[src/hw/rtl/fpr_pkg.sv]
// shared types, constants and reply byte table for the framed packet receiver
`default_nettype none

package fpr_pkg;

   // frame marker and reply constants
   localparam logic [7:0] SYNC_A    = 8'h42;
   localparam logic [7:0] SYNC_B    = 8'h08;
   localparam logic [7:0] SYNC_C    = 8'h11;
   localparam logic [7:0] ACK_O     = 8'h4F;
   localparam logic [7:0] ACK_K     = 8'h4B;
   localparam logic [7:0] REPLY_LEN = 8'd9;
   localparam logic [7:0] MIN_LEN   = 8'd7;
   localparam logic [7:0] TYPE_POS  = 8'd4;
   localparam logic [3:0] REPLY_LAST = 4'd8;

   // receive phases
   typedef enum logic [2:0] {
      PH_HUNT  = 3'd0,
      PH_SYNC2 = 3'd1,
      PH_SYNC3 = 3'd2,
      PH_LEN   = 3'd3,
      PH_BODY  = 3'd4,
      PH_CHK   = 3'd5,
      PH_CPL   = 3'd6
   } phase_type;

   // result kinds on the output channel
   typedef enum logic [1:0] {
      KIND_BODY   = 2'd0,
      KIND_STATUS = 2'd1,
      KIND_REPLY  = 2'd2
   } kind_type;

   // work handed from front to back
   typedef enum logic [1:0] {
      CMD_BODY         = 2'd0,
      CMD_STATUS       = 2'd1,
      CMD_STATUS_REPLY = 2'd2
   } cmd_op_type;

   typedef struct packed {
      cmd_op_type op;
      logic [7:0] data;
      logic       good;
   } cmd_type;

   // one byte of the acknowledge frame
   function automatic logic [7:0] reply_byte(input logic [3:0] idx,
                                             input logic [7:0] frame_type);
      logic [7:0] sum;
      logic [7:0] val;
      begin
         sum = REPLY_LEN + frame_type + ACK_O + ACK_K;
         unique case (idx)
            4'd0:    val = SYNC_A;
            4'd1:    val = SYNC_B;
            4'd2:    val = SYNC_C;
            4'd3:    val = REPLY_LEN;
            4'd4:    val = frame_type;
            4'd5:    val = ACK_O;
            4'd6:    val = ACK_K;
            4'd7:    val = sum;
            4'd8:    val = ~sum;
            default: val = 8'h00;
         endcase
         reply_byte = val;
      end
   endfunction

endpackage

`default_nettype wire

[src/hw/rtl/fpr_queue.sv]
// small command queue between the parser front and the result back
`default_nettype none

module fpr_queue #(
   parameter int Depth = 4
) (
   input  wire              clock,
   input  wire              reset,
   input  wire              push,
   input  fpr_pkg::cmd_type push_cmd,
   output logic             full,
   input  wire              pop,
   output fpr_pkg::cmd_type head_cmd,
   output logic             empty
);

   localparam int PtrW = (Depth > 1) ? $clog2(Depth) : 1;
   localparam int CntW = $clog2(Depth + 1);
   localparam logic [PtrW-1:0] PtrLast = PtrW'(Depth - 1);
   localparam logic [CntW-1:0] CntFull = CntW'(Depth);

   fpr_pkg::cmd_type entry_ff [Depth];
   logic [PtrW-1:0] wr_ptr_ff, wr_ptr_in;
   logic [PtrW-1:0] rd_ptr_ff, rd_ptr_in;
   logic [CntW-1:0] count_ff, count_in;
   logic do_push, do_pop;

   assign full     = (count_ff == CntFull);
   assign empty    = (count_ff == '0);
   assign head_cmd = entry_ff[rd_ptr_ff];
   assign do_push  = push && !full;
   assign do_pop   = pop && !empty;

   // pointer and fill count update
   always_comb begin
      wr_ptr_in = wr_ptr_ff;
      rd_ptr_in = rd_ptr_ff;
      count_in  = count_ff;
      if (do_push) begin
         wr_ptr_in = (wr_ptr_ff == PtrLast) ? '0 : wr_ptr_ff + 1'b1;
      end
      if (do_pop) begin
         rd_ptr_in = (rd_ptr_ff == PtrLast) ? '0 : rd_ptr_ff + 1'b1;
      end
      if (do_push && !do_pop) begin
         count_in = count_ff + 1'b1;
      end else if (do_pop && !do_push) begin
         count_in = count_ff - 1'b1;
      end
   end

   always_ff @(posedge clock) begin
      if (reset) begin
         wr_ptr_ff <= '0;
         rd_ptr_ff <= '0;
         count_ff  <= '0;
      end else begin
         wr_ptr_ff <= wr_ptr_in;
         rd_ptr_ff <= rd_ptr_in;
         count_ff  <= count_in;
      end
   end

   // entry storage
   always_ff @(posedge clock) begin
      if (do_push) begin
         entry_ff[wr_ptr_ff] <= push_cmd;
      end
   end

endmodule

`default_nettype wire

[src/hw/rtl/fpr_front.sv]
// frame parser: sync hunt, length, checksum and classification of each beat
`default_nettype none

module fpr_front (
   input  wire              clock,
   input  wire              reset,
   input  wire              req_valid,
   output logic             req_ready,
   input  wire  [7:0]       req_rx_byte,
   input  wire              csr_write_enable,
   input  wire              csr_write_data,
   output logic             push,
   output fpr_pkg::cmd_type push_cmd,
   input  wire              queue_full
);

   fpr_pkg::phase_type phase_ff, phase_in;
   logic [7:0] byte_count_ff, byte_count_in;
   logic [7:0] frame_length_ff, frame_length_in;
   logic [7:0] running_sum_ff, running_sum_in;
   logic [7:0] frame_type_ff, frame_type_in;
   logic       first_check_ok_ff, first_check_ok_in;
   logic       reply_enable_ff;
   logic       accept;
   logic [7:0] count_next;
   logic       body_done;
   logic       frame_ok;

   assign req_ready = !queue_full;
   assign accept    = req_valid && req_ready;

   // body end test: count after this beat plus checksum and complement reach length
   assign count_next = byte_count_ff + 8'd1;
   assign body_done  = ({1'b0, count_next} + 9'd2) >= {1'b0, frame_length_ff};
   assign frame_ok   = first_check_ok_ff && (req_rx_byte == ~running_sum_ff);

   // reply enable register
   always_ff @(posedge clock) begin
      if (reset) begin
         reply_enable_ff <= 1'b1;
      end else if (csr_write_enable) begin
         reply_enable_ff <= csr_write_data;
      end
   end

   // next phase, frame state and command to push
   always_comb begin
      phase_in          = phase_ff;
      byte_count_in     = byte_count_ff;
      frame_length_in   = frame_length_ff;
      running_sum_in    = running_sum_ff;
      frame_type_in     = frame_type_ff;
      first_check_ok_in = first_check_ok_ff;
      push              = 1'b0;
      push_cmd          = '{op: fpr_pkg::CMD_STATUS, data: 8'h00, good: 1'b0};
      if (accept) begin
         unique case (phase_ff)
            fpr_pkg::PH_SYNC2: begin
               if (req_rx_byte == fpr_pkg::SYNC_B) begin
                  phase_in = fpr_pkg::PH_SYNC3;
               end else if (req_rx_byte == fpr_pkg::SYNC_A) begin
                  phase_in = fpr_pkg::PH_SYNC2;
               end else begin
                  phase_in = fpr_pkg::PH_HUNT;
               end
            end
            fpr_pkg::PH_SYNC3: begin
               if (req_rx_byte == fpr_pkg::SYNC_C) begin
                  phase_in = fpr_pkg::PH_LEN;
               end else if (req_rx_byte == fpr_pkg::SYNC_A) begin
                  phase_in = fpr_pkg::PH_SYNC2;
               end else begin
                  phase_in = fpr_pkg::PH_HUNT;
               end
            end
            fpr_pkg::PH_LEN: begin
               frame_length_in   = req_rx_byte;
               frame_type_in     = 8'h00;
               first_check_ok_in = 1'b0;
               byte_count_in     = fpr_pkg::TYPE_POS;
               running_sum_in    = req_rx_byte;
               if (req_rx_byte < fpr_pkg::MIN_LEN) begin
                  push     = 1'b1;
                  phase_in = fpr_pkg::PH_HUNT;
               end else begin
                  phase_in = fpr_pkg::PH_BODY;
               end
            end
            fpr_pkg::PH_BODY: begin
               if (byte_count_ff == fpr_pkg::TYPE_POS) begin
                  frame_type_in = req_rx_byte;
               end
               push           = 1'b1;
               push_cmd       = '{op: fpr_pkg::CMD_BODY, data: req_rx_byte, good: 1'b0};
               running_sum_in = running_sum_ff + req_rx_byte;
               byte_count_in  = count_next;
               if (body_done) begin
                  phase_in = fpr_pkg::PH_CHK;
               end
            end
            fpr_pkg::PH_CHK: begin
               first_check_ok_in = (req_rx_byte == running_sum_ff);
               byte_count_in     = count_next;
               phase_in          = fpr_pkg::PH_CPL;
            end
            fpr_pkg::PH_CPL: begin
               byte_count_in = count_next;
               push          = 1'b1;
               push_cmd      = '{op: (frame_ok && reply_enable_ff) ?
                                     fpr_pkg::CMD_STATUS_REPLY : fpr_pkg::CMD_STATUS,
                                 data: frame_type_ff, good: frame_ok};
               phase_in      = fpr_pkg::PH_HUNT;
            end
            default: begin
               phase_in = (req_rx_byte == fpr_pkg::SYNC_A) ?
                          fpr_pkg::PH_SYNC2 : fpr_pkg::PH_HUNT;
            end
         endcase
      end
   end

   // phase and frame state registers
   always_ff @(posedge clock) begin
      if (reset) begin
         phase_ff          <= fpr_pkg::PH_HUNT;
         byte_count_ff     <= '0;
         frame_length_ff   <= '0;
         running_sum_ff    <= '0;
         frame_type_ff     <= '0;
         first_check_ok_ff <= 1'b0;
      end else begin
         phase_ff          <= phase_in;
         byte_count_ff     <= byte_count_in;
         frame_length_ff   <= frame_length_in;
         running_sum_ff    <= running_sum_in;
         frame_type_ff     <= frame_type_in;
         first_check_ok_ff <= first_check_ok_in;
      end
   end

endmodule

`default_nettype wire

[src/hw/rtl/fpr_back.sv]
// result generator: turns queued commands into output beats, one per cycle while rsp_ready is high
`default_nettype none

module fpr_back (
   input  wire              clock,
   input  wire              reset,
   input  fpr_pkg::cmd_type head_cmd,
   input  wire              queue_empty,
   output logic             pop,
   output logic             rsp_valid,
   input  wire              rsp_ready,
   output logic [1:0]       rsp_kind,
   output logic [7:0]       rsp_data,
   output logic             rsp_frame_good,
   output logic             rsp_last
);

   logic       rsp_valid_ff, rsp_valid_in;
   logic [1:0] kind_ff, kind_in;
   logic [7:0] data_ff, data_in;
   logic       good_ff, good_in;
   logic       last_ff, last_in;
   logic       busy_ff, busy_in;
   logic [3:0] idx_ff, idx_in;
   logic [7:0] type_ff, type_in;
   logic       load;

   assign load           = !rsp_valid_ff || rsp_ready;
   assign rsp_valid      = rsp_valid_ff;
   assign rsp_kind       = kind_ff;
   assign rsp_data       = data_ff;
   assign rsp_frame_good = good_ff;
   assign rsp_last       = last_ff;

   // pick the next beat: reply bytes in progress first, then the queue head
   always_comb begin
      rsp_valid_in = rsp_valid_ff;
      kind_in      = kind_ff;
      data_in      = data_ff;
      good_in      = good_ff;
      last_in      = last_ff;
      busy_in      = busy_ff;
      idx_in       = idx_ff;
      type_in      = type_ff;
      pop          = 1'b0;
      if (load) begin
         if (busy_ff) begin
            rsp_valid_in = 1'b1;
            kind_in      = fpr_pkg::KIND_REPLY;
            data_in      = fpr_pkg::reply_byte(idx_ff, type_ff);
            good_in      = 1'b0;
            last_in      = (idx_ff == fpr_pkg::REPLY_LAST);
            busy_in      = (idx_ff != fpr_pkg::REPLY_LAST);
            idx_in       = idx_ff + 4'd1;
         end else if (!queue_empty) begin
            pop          = 1'b1;
            rsp_valid_in = 1'b1;
            data_in      = head_cmd.data;
            good_in      = head_cmd.good;
            unique case (head_cmd.op)
               fpr_pkg::CMD_BODY: begin
                  kind_in = fpr_pkg::KIND_BODY;
                  last_in = 1'b1;
               end
               fpr_pkg::CMD_STATUS_REPLY: begin
                  kind_in = fpr_pkg::KIND_STATUS;
                  last_in = 1'b0;
                  busy_in = 1'b1;
                  idx_in  = '0;
                  type_in = head_cmd.data;
               end
               default: begin
                  kind_in = fpr_pkg::KIND_STATUS;
                  last_in = 1'b1;
               end
            endcase
         end else begin
            rsp_valid_in = 1'b0;
         end
      end
   end

   // control registers
   always_ff @(posedge clock) begin
      if (reset) begin
         rsp_valid_ff <= 1'b0;
         busy_ff      <= 1'b0;
         idx_ff       <= '0;
      end else begin
         rsp_valid_ff <= rsp_valid_in;
         busy_ff      <= busy_in;
         idx_ff       <= idx_in;
      end
   end

   // output beat and reply type registers
   always_ff @(posedge clock) begin
      kind_ff <= kind_in;
      data_ff <= data_in;
      good_ff <= good_in;
      last_ff <= last_in;
      type_ff <= type_in;
   end

endmodule

`default_nettype wire

[src/hw/rtl/framed_packet_receiver_with_ack_top.sv]
// framed packet receiver with acknowledge reply, top level
// the first result beat of a byte becomes valid after the queue write and then the output
// register load, when the back is idle
// throughput: one byte per cycle in; one result beat per cycle out, set by the output register,
// while rsp_ready is high; a good frame's closing byte yields 10 beats when replies are enabled,
// and input stalls once the command queue (QueueDepth entries) is full
// reset: synchronous; hunts for sync, reply enabled, queue and output empty
`default_nettype none

module framed_packet_receiver_with_ack_top #(
   parameter int QueueDepth = 4
) (
   input  wire        clock,
   input  wire        reset,
   input  wire        req_valid,
   output logic       req_ready,
   input  wire  [7:0] req_rx_byte,
   output logic       rsp_valid,
   input  wire        rsp_ready,
   output logic [1:0] rsp_kind,
   output logic [7:0] rsp_data,
   output logic       rsp_frame_good,
   output logic       rsp_last,
   input  wire        csr_write_enable,
   input  wire        csr_write_data
);

   fpr_pkg::cmd_type push_cmd;
   fpr_pkg::cmd_type head_cmd;
   logic push, pop, queue_full, queue_empty;

   // parser front
   fpr_front u_front (
      .clock            (clock),
      .reset            (reset),
      .req_valid        (req_valid),
      .req_ready        (req_ready),
      .req_rx_byte      (req_rx_byte),
      .csr_write_enable (csr_write_enable),
      .csr_write_data   (csr_write_data),
      .push             (push),
      .push_cmd         (push_cmd),
      .queue_full       (queue_full)
   );

   // command queue
   fpr_queue #(
      .Depth (QueueDepth)
   ) u_queue (
      .clock    (clock),
      .reset    (reset),
      .push     (push),
      .push_cmd (push_cmd),
      .full     (queue_full),
      .pop      (pop),
      .head_cmd (head_cmd),
      .empty    (queue_empty)
   );

   // result back
   fpr_back u_back (
      .clock          (clock),
      .reset          (reset),
      .head_cmd       (head_cmd),
      .queue_empty    (queue_empty),
      .pop            (pop),
      .rsp_valid      (rsp_valid),
      .rsp_ready      (rsp_ready),
      .rsp_kind       (rsp_kind),
      .rsp_data       (rsp_data),
      .rsp_frame_good (rsp_frame_good),
      .rsp_last       (rsp_last)
   );

endmodule

`default_nettype wire
[config.mk]
export PLATFORM = sky130hd
export DESIGN_NAME = framed_packet_receiver_with_ack_top
export DESIGN_NICKNAME = d
export VERILOG_FILES = /design/src/hw/rtl/fpr_pkg.sv /design/src/hw/rtl/fpr_queue.sv /design/src/hw/rtl/fpr_front.sv /design/src/hw/rtl/fpr_back.sv /design/src/hw/rtl/framed_packet_receiver_with_ack_top.sv
export SDC_FILE = /design/constraint.sdc
export NUM_CORES = 1
export LEC_CHECK = 0
export BUFFER_PORTS_ARGS = -buffer_cell sky130_fd_sc_hd__buf_2
export CAP_MARGIN = 15
export CORE_AREA = 10 10 176 96
export DETAILED_ROUTE_END_ITERATION = 6
export DIE_AREA = 0 0 186 106
export PLACE_DENSITY = 0.62
export SYNTH_ARGS = -nofsm -noshare
export SYNTH_HDL_FRONTEND = slang
export SYNTH_SLANG_ARGS = --single-unit
export TNS_END_PERCENT = 20
[constraint.sdc]
create_clock -name clock -period 2.7 [get_ports clock]
set_input_delay 0.54 -clock clock [delete_from_list [all_inputs] [get_ports clock]]
set_output_delay 0.54 -clock clock [all_outputs]
set_load 0.01 [all_outputs]
==> impl_results.md, run 1 <==
* Part of the Yosys area used for sequential elements at between 40% and 50%
* Worst setup margin at -0.0651 ns
* Largest net degree at the start of global routing at 43
* Die Ht at approximately 110 um
* CTS tree: built
* Sink Count at approximately 120
* Via density at roughly 5.6
* CP peak stage delay at 0.46 ns
* Setup Skew at around 0.013 ns
* Minimum clock period at between 2 and 3 ns
* Initial core utilization at 43.7%
* Seq cells post-synth at about 120
* Port-buffer cells at 27
* Max Freq at ~360 MHz
* Post-Route Utilization at a little over half
* Final hold violation count at 0
* Worst-Skew Late Latency at between 0.4 and 0.5 ns
* # DRC at 0
* Final ANT Viol Nets at 0
* Post-route cell area at between 0.007 and 0.008 sq mm
* WP data arrival at just over 3 ns
* Post-detail-place hpwl at approximately 11000 um
* Final setup viols at 2
* Status: finished with violations
* Predominant post-synthesis flop cell: edfxtp_1
* Metal2 WL at 6470 um
* CP Cell Sequence: buf_6 > buf_6 > a21o_1 > a31oi_2 > o32ai_2 > xor2_1 > ha_1 > a21o_1 > a211o_1 > o41a_1 > mux2i_1
* Count leader, synth: nor2_1
* DR iter-0 viols at around 330
* Flop pwr share at roughly 37%
* Sw Pwr at 0.00194 W
* Final WL at ~16000 um
* Leak Pwr at 2.84 nW
* Dpl cells at between 800 and 900
* Mapped Cells at between 500 and 600
* Logic gate share of total power at 24.8%
* Pwr Density at 827 mW/mm^2
* Routed length on met1 at 7860 um
* First-pass GRT wire length at 25600 um
* GRT Overall Usage at around 17%
* DR WL met3 at between 1000 and 1500 um
* RSZ-0062 raised after global routing: true
* P_int at roughly 0.0044 W
* Highest Signal Layer: met4
* Max-slew violations at 0
* Layout cells sized above 1 at around a quarter
* Root buffer cell: clkbuf_16
* Max-Cap Viols at 0
* Asr flop ratio synth at 0%
* Commonest cells in the synthesized netlist: nor2_1, edfxtp_1, nand2_1
* Relative slew margins at roughly 44%
* Failing checks: setup timing
* GPL Wtd Cong at around 0.87
* Max VDD drop at 0.382 mV
* H-tree depth at 4
* Part of the power in the clock network at between 30% and 40%
* DP Area at around 0.007 sq mm
* Period utilisation layout at 102%
* Core Area at ~0.014 sq mm
* Area leader, netlist: edfxtp_1
* Finished Layout Cells at slightly below 900
* Congestion Overflow GR at 0
* Crit path capture type: flip-flop
* Post-synth net total at between 600 and 700
* Clock buffer depth at 2
* Transition time of the tightest slew-check pin at 0.845 ns
* # nets final at 720
* Chip width at roughly 190 um
* ANT cells at 0
* CP Max Fanout at 4
* Mapped cell area at about 0.0061 sq mm
* Max stage delay cell, worst path: o41a_1
* CTS Buf Count at 17
* Num ports at 28
* Worst-path clk slew at approximately 0.060 ns
* Hold WC Path Type: input port to flip-flop
* Critical path class: flip-flop to flip-flop
* Worst path required time at about 3.0 ns
* Synth cell types at slightly below 70
* Overall power at 0.00633 W
* Ys Warns at 0
* Drt pass-1 iters at 5
* Top cell type's share of synthesized area at roughly a third
* Via Count at around 4.8k
* Sw Ratio at between 30% and 40%
* Routed len/inst at 18.3 um
* Post-synth EDFFs at 64
* Die area at 0.0197 sq mm
* Top cells by area, synth: edfxtp_1, dfxtp_1, ha_1
* Initial antenna violation count at 0
* Placement row count at 31
* P&R area growth vs syn at 25.2%
* Vias in the first global route at approximately 4.8k
* CP startpoint kind: flip-flop
* Avg Synthesized Cell Area at about 10 sq um
-- worst paths after layout --
| check | from | to | slack (ns) | depth (start not counted) |
|---|---|---|---|---|
| max | u_front.byte_count_ff[0]$_SDFFE_PP0P_ | u_front.phase_ff[1]$_SDFFE_PP0P_ | -0.07 | 11 |
| min reg2reg | u_front.frame_length_ff[5]$_SDFFE_PP0P_ | u_front.frame_length_ff[5]$_SDFFE_PP0P_ | 0.45 | 2 |
| min | csr_write_data | u_front.reply_enable_ff$_SDFFE_PP1P_ | 0.33 | 2 |
| max reg2reg | u_front.byte_count_ff[0]$_SDFFE_PP0P_ | u_front.phase_ff[1]$_SDFFE_PP0P_ | -0.07 | 11 |
-- power groups by stage --
stage | Sequential, W | Clock (W) | Combinational, W
2_1_floorplan | 0.00241 | 0 | 0.000985
3_3_place_gp | 0.00239 | 0 | 0.00152
3_5_place_dp | 0.00240 | 0 | 0.00155
4_1_cts | 0.00236 | 0.00243 | 0.00156
5_1_grt | 0.00240 | 0.00252 | 0.00172
6_report | 0.00236 | 0.00240 | 0.00157
-- metrics by stage --
step / setup slack (ns) / setup TNS [ns] / hold slack, ns
final: -0.0651 / -0.126 / 0.327
after floorplan: -0.146 / -0.404 / 0.406
after global placement: -0.294 / -0.676 / 0.448
after detailed placement: -0.316 / -0.879 / 0.449
after global routing: -0.192 / -0.418 / 0.327
after CTS: 0.00238 / 0 / 0.319
-- what timing repair did --
action | CTS | global route
resized for setup | 21 | 12
pin swaps | 14 | 9
hold buffers | 0 | 0
endpoints found under the setup margin | 2 | 3
buffers inserted | 5 | 2
-- critical path: cells and delay by family, from the launching register on --
kind | cells | cell delay (ns)
xor+xnor | 1 | 0.20
buf+inv | 2 | 0.20
mux | 1 | 0.14
flops | 1 | 0.38
fa+ha+maj | 1 | 0.27
compound gates | 6 | 1.46
-- per-layer routing --
metal,global-route usage [%],vias to the layer above
met5,0,-
met4,4.92,0
met3,5.54,16
met2,22.4,167
met1,24.4,2359
li1,-,2306
-- cell usage in the layout (no fill, tap or decap), types with 6 or more instances in the layout --
| cell | instances |
|---|---|
| nor2_1 | 70 |
| edfxtp_1 | 64 |
| nand2_1 | 57 |
| buf_4 | 55 |
| dfxtp_1 | 49 |
| a21oi_1 | 34 |
| inv_1 | 29 |
| buf_2 | 27 |
| ha_1 | 25 |
| mux2i_1 | 19 |
| clkbuf_16 | 17 |
| and2_1 | 15 |
| o21ai_0 | 14 |
| nor3_1 | 12 |
| xnor2_1 | 12 |
| a31oi_1 | 11 |
| mux4_2 | 11 |
| xor2_1 | 10 |
| a22o_1 | 10 |
| nand3_1 | 9 |
| nor2b_1 | 8 |
| nand2b_1 | 6 |
| a21o_1 | 6 |
| or3_1 | 6 |
| buf_6 | 6 |
-- state kept, by name, summed over array words and instances (netlist names), 3 cells and up, named ones only --
register / flops
u_back.type_ff: 8
u_front.frame_length_ff: 8
u_back.idx_ff: 4
u_queue.count_ff: 3
u_front.frame_type_ff: 8
u_front.phase_ff: 3
u_queue.entry_ff: 44
u_back.rsp_data: 8
u_front.running_sum_ff: 8
u_front.byte_count_ff: 8
-- area by class of cell --
type / instances / area [sq um]
Clock buffer: 19 / 443
Timing Repair Buffer: 90 / 656
Multi-Input combinational cell: 420 / 3060
Tap cell: 181 / 226
Inverter: 30 / 113
Fill cell: 1199 / 6310
Sequential cell: 116 / 2970
Clock inverter: 13 / 183
-- cells by family (layout without fill, tap and decap cells) --
family / Yosys count / in the layout / share of synthesized area (%)
buffers and inverters: 61 / 152 / 3.91
muxes: 31 / 31 / 7.35
xor gates and xnor gates: 25 / 25 / 3.58
AOI/OAI and AO/OA: 114 / 114 / 12.6
DFF: 116 / 116 / 48.5
adders and majority gates: 31 / 31 / 6.60
and+or+nand+nor: 219 / 219 / 17.4
Power figures use the tool's default switching activity.
==> inputs of run 2 (changes only) <==
CORE_AREA = 10 10 179 97   (was 10 10 176 96)
DIE_AREA = 0 0 189 107   (was 0 0 186 106)
SLEW_MARGIN = 30   (was unset)
SYNTH_HIERARCHICAL = 1   (was unset)
==> run 2 against run 1 <==
The flow still finishes with violations (setup timing). Clock power increased by 3%. Sequential share of layout area decreased by 0.50 points. Synthesized cell count increased by 3.2%. Design area increased by 1.6%. Fmax increased by 2.3%. Worst hold slack improved by 0.013 ns. Global-route usage decreased by 2.2 points. Synthesized area increased by 3.9%.
==> impl_results.md, run 2 <==
* First-pass GRT wire length at 24000 um (-6.3%)
* Count leader, synth: edfxtp_1
* CTS tree: built
* Register with the most flip-flops: u_queue/entry_ff
* Worst-path clk slew at 0.06 ns (about the same)
* Seq cells post-synth at 116 (unchanged)
* Post-route cell area at 0.00777 sq mm (+1.6%)
* Ys Warns at 6 (+6)
* Xor/xnor share of the synthesized area at 2.90% (-0.69 points)
* Final WL at 14400 um (-9.2%)
* Top cells by area, synth: edfxtp_1, dfxtp_1, ha_1
* Sink Count at 116 (unchanged)
* Predominant post-synthesis flop cell: edfxtp_1
* Part of the power in the clock network at 56.1% (+18 points)
* Max VDD drop at 0.542 mV (+42%)
* CTS Buf Count at 17 (unchanged)
* DP Area at 0.00700 sq mm (+2.7%)
* Final setup viols at 1 (-1)
* Hold buffer count at cts at 0 (unchanged)
* Fillers at 1208 (+0.75%)
* Largest net degree at the start of global routing at 33 (-23%)
* Drt pass-1 iters at 5 (unchanged)
* Clock buffer depth at 2 (unchanged)
* Num ports at 28 (unchanged)
* Routed length on met1 at 6650 um (-15%)
* Synth cell types at 76 (+10%)
* Via Count at 4973 (+2.6%)
* Worst-Skew Late Latency at 0.40 ns (-0.02 ns)
* Max-slew violations at 0 (unchanged)
* Core Area at 0.0142 sq mm (+1.9%)
* Pre-CTS WS at -0.147 ns (+0.169 ns)
* Hold WC Path Type: input port to flip-flop
* Worst setup margin at -0.00179 ns (+0.0633 ns)
* Commonest cells in the synthesized netlist: edfxtp_1, dfxtp_1, nand2_1
* Logic gate share of total power at 2.3% (-23 points)
* Critical path class: flip-flop to flip-flop
* Routed len/inst at 16.1 um (-12%)
* Mapped Cells at 616 (+3.2%)
* # DRC at 0 (unchanged)
* DR WL met3 at 740 um (-47%)
* Synth Area in Compound Gates at 16.0% (+3.3 points)
* Final hold violation count at 0 (unchanged)
* P_int at 0.00353 W (-20%)
* Highest Signal Layer: met4
* Period utilisation layout at 100% (-2.3 points)
* Mux contribution to synthesized area at 5.85% (-1.5 points)
* Status: finished with violations
* RSZ-0062 raised after global routing: true
* Area leader, netlist: edfxtp_1
* Layout cells sized above 1 at 24.4% (+0.26 points)
* Avg Synthesized Cell Area at 10.3 sq um (+0.71%)
* Leak Pwr at 2.79 nW (-1.9%)
* Vias in the first global route at 4721 (-0.63%)
* Commonest non-fill, non-tap cells in the layout: edfxtp_1, buf_4, nand2_1, a21oi_1, dfxtp_1
* ANT cells at 0 (unchanged)
* Congestion Overflow GR at 0 (unchanged)
* Top cell type's share of synthesized area at 30.3% (-1.2 points)
* P&R area growth vs syn at 22.5%
* Max-Cap Viols at 0 (unchanged)
* Post-detail-place hpwl at 10100 um (-11%)
* Area share of fa/ha/maj cells after synthesis at 6.35% (-0.25 points)
* Setup Skew at 0.0117 ns (-0.00156 ns)
* Die Ht at 107 um (+0.94%)
* Largest register FFs at 44 (unchanged)
* CP startpoint kind: flip-flop
* Transition time of the tightest slew-check pin at 0.642 ns (-0.203 ns)
* Post-synth EDFFs at 64 (unchanged)
* Placement row count at 31 (unchanged)
* H-tree depth at 4 (unchanged)
* Worst path required time at 3.01 ns (+0.02 ns)
* Via density at 5.56 (-0.40%)
* GPL Wtd Cong at 0.869 (about the same)
* GRT Overall Usage at 14.5% (-2.2 points)
* Relative slew margins at 57.2% (+14 points)
* Port-buffer cells at 27 (unchanged)
* Metal2 WL at 6930 um (+7.1%)
* Pwr Density at 569 mW/mm^2 (-31%)
* Sw Pwr at 0.000900 W (-54%)
* Flop pwr share at 41.6% (+4.3 points)
* Chip width at 189 um (+1.6%)
* Root buffer cell: clkbuf_16
* Post-synth net total at 661 (+3.0%)
* Mapped cell area at 0.00635 sq mm (+3.9%)
* Failing checks: setup timing
* Asr flop ratio synth at 0% (unchanged)
* Max Freq at 370 MHz (+2.3%)
* Crit path capture type: flip-flop
* CP Max Fanout at 4 (unchanged)
* Commonest non-fill, non-tap cell in the layout: edfxtp_1
* Sw Ratio at 20.3% (-10 points)
* Initial core utilization at 44.6% (+0.84 points)
* WP data arrival at 3.01 ns (-0.05 ns)
* Simple-gate portion of the synthesized area at 17.8% (+0.33 points)
* Die area at 0.0202 sq mm (+2.6%)
* # nets final at 729 (+1.3%)
* Final ANT Viol Nets at 0 (unchanged)
* Minimum clock period at 2.70 ns (-0.0633 ns)
* Largest family of logic cells by synthesized area: simple AND/OR/NAND/NOR gates
* DR iter-0 viols at 314 (-5.4%)
* Part of the Yosys area used for sequential elements at 46.7% (-1.8 points)
* Initial antenna violation count at 0 (unchanged)
==> run 2: cell count changes in the layout (fill, tap and decap cells not counted), sizes merged, moves of 8 or more <==
cell | before | now
a21oi | 35 | 49
a31oi | 12 | 3
and2 | 15 | 5
buf | 90 | 82
mux2i | 19 | 9
nand2 | 59 | 51
nand3 | 10 | 23
nor2 | 73 | 42
o21ai | 15 | 27
==> run 2: repair_timing <==
item / CTS / global route
resized for setup: 8 / 14
setup endpoints to repair: 1 / 2
pin swaps: 3 / 10
setup buffers: 1 / 3
==> run 2: power by group through the flow <==
stage / registers (W) / clock network, W / logic (W)
6_report: 0.00184 / 0.00248 / 0.000101
5_1_grt: 0.00184 / 0.00261 / 0.000110
4_1_cts: 0.00184 / 0.00253 / 0.0000994
3_5_place_dp: 0.00188 / 0 / 0.0000986
3_3_place_gp: 0.00188 / 0 / 0.0000984
2_1_floorplan: 0.00188 / 0 / 0.0000488
==> run 2: metal layers <==
layer	up-vias	global-route usage, %
met5	-	0
met4	0	4.00
met3	9	4.17
met2	129	24.1
met1	2395	18.1
li1	2440	-
==> run 2: layout make-up <==
class / count / area (sq um) / share of cell area (%)
multi-input combinational: 435 / 3210 / 41.3
sequential: 116 / 2980 / 38.3
timing repair buffer: 82 / 556 / 7.15
clock buffer: 17 / 425 / 5.47
tap: 198 / 248 / 3.19
clock inverter: 15 / 228 / 2.93
inverter: 32 / 125 / 1.61
==> run 2: worst max-delay path: stages (launching register included) <==
cell,delay [ns]
dfxtp_4,0.35
ha_4,0.17
or4_4,0.48
a32oi_2,0.25
xnor2_1,0.15
ha_1,0.29
a21oi_2,0.15
and3_4,0.18
o21ai_2,0.06
a221oi_2,0.33
o21ai_1,0.13
o41ai_2,0.06
==> run 2: final timing paths <==
check / start / end / slack [ns] / depth (start not counted)
setup / recovery: u_front/byte_count_ff[1]$_SDFFE_PP0P_ / u_front/phase_ff[0]$_SDFFE_PP0P_ / -0.002 / 11
hold / removal: csr_write_data / u_front/reply_enable_ff$_SDFFE_PP1P_ / 0.34 / 2
setup reg to reg: u_front/byte_count_ff[1]$_SDFFE_PP0P_ / u_front/phase_ff[0]$_SDFFE_PP0P_ / -0.002 / 11
hold reg to reg: u_front/frame_type_ff[7]$_SDFFE_PP0P_ / u_front/frame_type_ff[7]$_SDFFE_PP0P_ / 0.45 / 2
==> run 2: stage by stage <==
step	setup TNS (ns)	util (%)	hold slack, ns	cells	total power (W)
2_1_floorplan	-0.0741	-	0.432	616	0.00193
3_3_place_gp	-0.0694	49.2	0.438	859	0.00198
3_5_place_dp	-0.182	49.2	0.443	859	0.00198
4_1_cts	0	54.1	0.321	892	0.00448
5_1_grt	-0.130	54.6	0.329	895	0.00456
6_report	-0.00179	54.6	0.340	895	0.00443
==> run 2: logic make-up after synthesis <==
logic type	after synthesis
and+or+nand+nor	210
AOI/OAI and AO/OA	150
DFF	116
buffers and inverters	65
adders and majority gates	31
muxes	23
xor gates and xnor gates	21
==> inputs of run 3 (changes only) <==
GPL_TIMING_DRIVEN = 0   (was unset)
==> run 3 against run 2 <==
The flow still finishes with violations (setup timing). Total power down 1.8%. Clock skew down 0.0045 ns. Die area unchanged. Sequential power about the same. Fmax down 0.44%. Worst hold slack worse by 0.010 ns. Flip-flop and latch count unchanged. Core utilization down 0.15 points. Largest cell class unchanged.
==> impl_results.md, run 3 (synthesized netlist as in run 2, its figures left out) <==
* Status: finished with violations
* Failing checks: setup timing
* Commonest non-fill, non-tap cell in the layout: edfxtp_1
* Setup Skew at 0.00723 ns (-0.00450 ns)
* Initial antenna violation count at 0 (unchanged)
* DR iter-0 viols at 374 (+19%)
* Routed len/inst at 17.2 um (+7.1%)
* H-tree depth at 4 (unchanged)
* Post-detail-place hpwl at 10300 um (+1.7%)
* # nets final at 725 (-0.55%)
* Commonest non-fill, non-tap cells in the layout: edfxtp_1, nand2_1, a21oi_1, dfxtp_1, nor2_1
* WHS Path Cells at 2 (unchanged)
* Sink Count at 116 (unchanged)
* Final setup viols at 1 (unchanged)
* Max-slew violations at 0 (unchanged)
* R2r setup slk at -0.01 ns (about the same)
* Max stage delay cell, worst path: or4_4
* P&R area growth vs syn at 22.1%
* Via density at 5.67 (+2.0%)
* Pre-CTS WS at -0.461 ns (-0.314 ns)
* Minimum clock period at 2.71 ns (+0.0119 ns)
* Chip width at 189 um (unchanged)
* Final WL at 15400 um (+6.6%)
* R2R depth at 11 (unchanged)
* CTS tree: built
* Die Ht at 107 um (unchanged)
* Layout cells sized above 1 at 23.2% (-1.2 points)
* Die area at 0.0202 sq mm (unchanged)
* CP peak stage delay at 0.52 ns (+0.04 ns)
* Initial core utilization at 44.6% (unchanged)
* # DRC at 0 (unchanged)
* Congestion Overflow GR at 0 (unchanged)
* Final hold violation count at 0 (unchanged)
* Worst path required time at 3.02 ns (about the same)
* First-pass GRT wire length at 25300 um (+5.3%)
* CP startpoint kind: flip-flop
* Relative slew margins at 47.6% (-9.6 points)
* CP Max Fanout at 4 (unchanged)
* Largest net degree at the start of global routing at 17 (-48%)
* Post-Route Utilization at 54.5% (-0.15 points)
* Pwr Density at 561 mW/mm^2 (-1.5%)
* Transition time of the tightest slew-check pin at 0.767 ns (+0.125 ns)
* Critical path class: flip-flop to flip-flop
* GRT Overall Usage at 15.3% (+0.83 points)
* Num ports at 28 (unchanged)
* RR Startpoint: u_front/byte_count_ff[0]$_SDFFE_PP0P_
* CTS Buf Count at 17 (unchanged)
* Placement row count at 31 (unchanged)
* Hold WC Path Type: input port to flip-flop
* Leak Pwr at 2.71 nW (-2.8%)
* Hold buffer count at cts at 0 (unchanged)
* Register with the most flip-flops: u_queue/entry_ff
* Worst-Skew Late Latency at 0.41 ns (about the same)
* Critical Path Most Common Cell: ha_4
* Min-Delay Startpoint: csr_write_data
* Overall power at 0.00435 W (-1.8%)
* Largest register FFs at 44 (unchanged)
* Max-Cap Viols at 0 (unchanged)
* Core Area at 0.0142 sq mm (unchanged)
* R2R Path End: u_front/phase_ff[0]$_SDFFE_PP0P_
* Via Count at 5051 (+1.6%)
* RSZ-0062 raised after global routing: true
* Max VDD drop at 0.468 mV (-14%)
* Worst setup margin at -0.0136 ns (-0.0119 ns)
* Max Freq at 369 MHz (-0.44%)
* WP data arrival at 3.03 ns (+0.02 ns)
* Period utilisation layout at 101% (+0.44 points)
* Drt pass-1 iters at 5 (unchanged)
* Worst-path clk slew at 0.05 ns (about the same)
* Port-buffer cells at 26 (-3.7%)
* ANT cells at 0 (unchanged)
* CP Cell Sequence: ha_4 > or4_4 > a32oi_4 > xnor2_2 > ha_4 > a21oi_2 > and3_1 > o21ai_2 > a221oi_2 > o21ai_1 > o41ai_2
* Vias in the first global route at 4950 (+4.9%)
* GPL Wtd Cong at 0.856 (-1.6%)
* Final ANT Viol Nets at 0 (unchanged)
* Crit path capture type: flip-flop
* Clock buffer depth at 2 (unchanged)
* Root buffer cell: clkbuf_16
* Hold EP: u_front/reply_enable_ff$_SDFFE_PP1P_
-- run 3: power by group --
| group | leakage (nW) | switching [W] | internal, W | total, W |
|---|---|---|---|---|
| Clock | 0.300 | 0.000851 | 0.00156 | 0.00241 |
| Combinational | 1.38 | 0.0000651 | 0.0000312 | 0.0000963 |
| Sequential | 1.03 | 0.00000222 | 0.00184 | 0.00184 |
-- run 3: final cells by class --
class,count,area (sq um)
inverter,32,125
timing repair buffer,47,292
buffer,31,169
sequential,116,2980
fill,1245,6480
multi-input combinational,435,3310
clock inverter,14,200
clock buffer,18,429
tap,198,248
-- run 3: critical path: cells and delay by family (launching register included) --
family	cells	cell delay (ns)
DFF	1	0.37
and+or+nand+nor	2	0.69
xor gates and xnor gates	1	0.16
AOI/OAI and AO/OA	6	0.98
adders and majority gates	2	0.42
-- run 3: worst max-delay path by stage --
stage | endpoint | from | cells past startpoint
3_5_place_dp | u_front/phase_ff[0]$_SDFFE_PP0P_ | u_front/byte_count_ff[0]$_SDFFE_PP0P_ | 12
3_3_place_gp | u_front/phase_ff[0]$_SDFFE_PP0P_ | u_front/byte_count_ff[0]$_SDFFE_PP0P_ | 12
5_1_grt | u_front/phase_ff[0]$_SDFFE_PP0P_ | u_front/byte_count_ff[0]$_SDFFE_PP0P_ | 11
4_1_cts | u_front/phase_ff[0]$_SDFFE_PP0P_ | u_front/byte_count_ff[1]$_SDFFE_PP0P_ | 12
6_report | u_front/phase_ff[0]$_SDFFE_PP0P_ | u_front/byte_count_ff[0]$_SDFFE_PP0P_ | 11
2_1_floorplan | u_queue/count_ff[2]$_SDFFE_PP0P_ | u_queue/count_ff[2]$_SDFFE_PP0P_ | 16
-- run 3: metrics by stage --
step                      instances  cell area (sq um)  hold slack [ns]  TNS, ns
after floorplan                 616               6410            0.432  -0.0741
after global placement          840               6790            0.439    -1.23
after detailed placement        840               6800            0.443   -0.854
after CTS                       890               7670            0.319  -0.0531
after global routing            891               7750            0.329   -0.230
final                           891               7750            0.330  -0.0136
-- run 3: what timing repair did --
action | 4_1_cts | 5_1_grt
resized for setup | 27 | 17
setup buffers | 19 | 2
pin swaps | 13 | 10
endpoints found under the setup margin | 3 | 3
-- run 3: per-layer routing --
metal / track usage (%) / routed length [um]
met1: 18.8 / 7000
met2: 25.9 / 7280
met3: 3.43 / 858
met4: 5.97 / 228
met5: 0 / 0
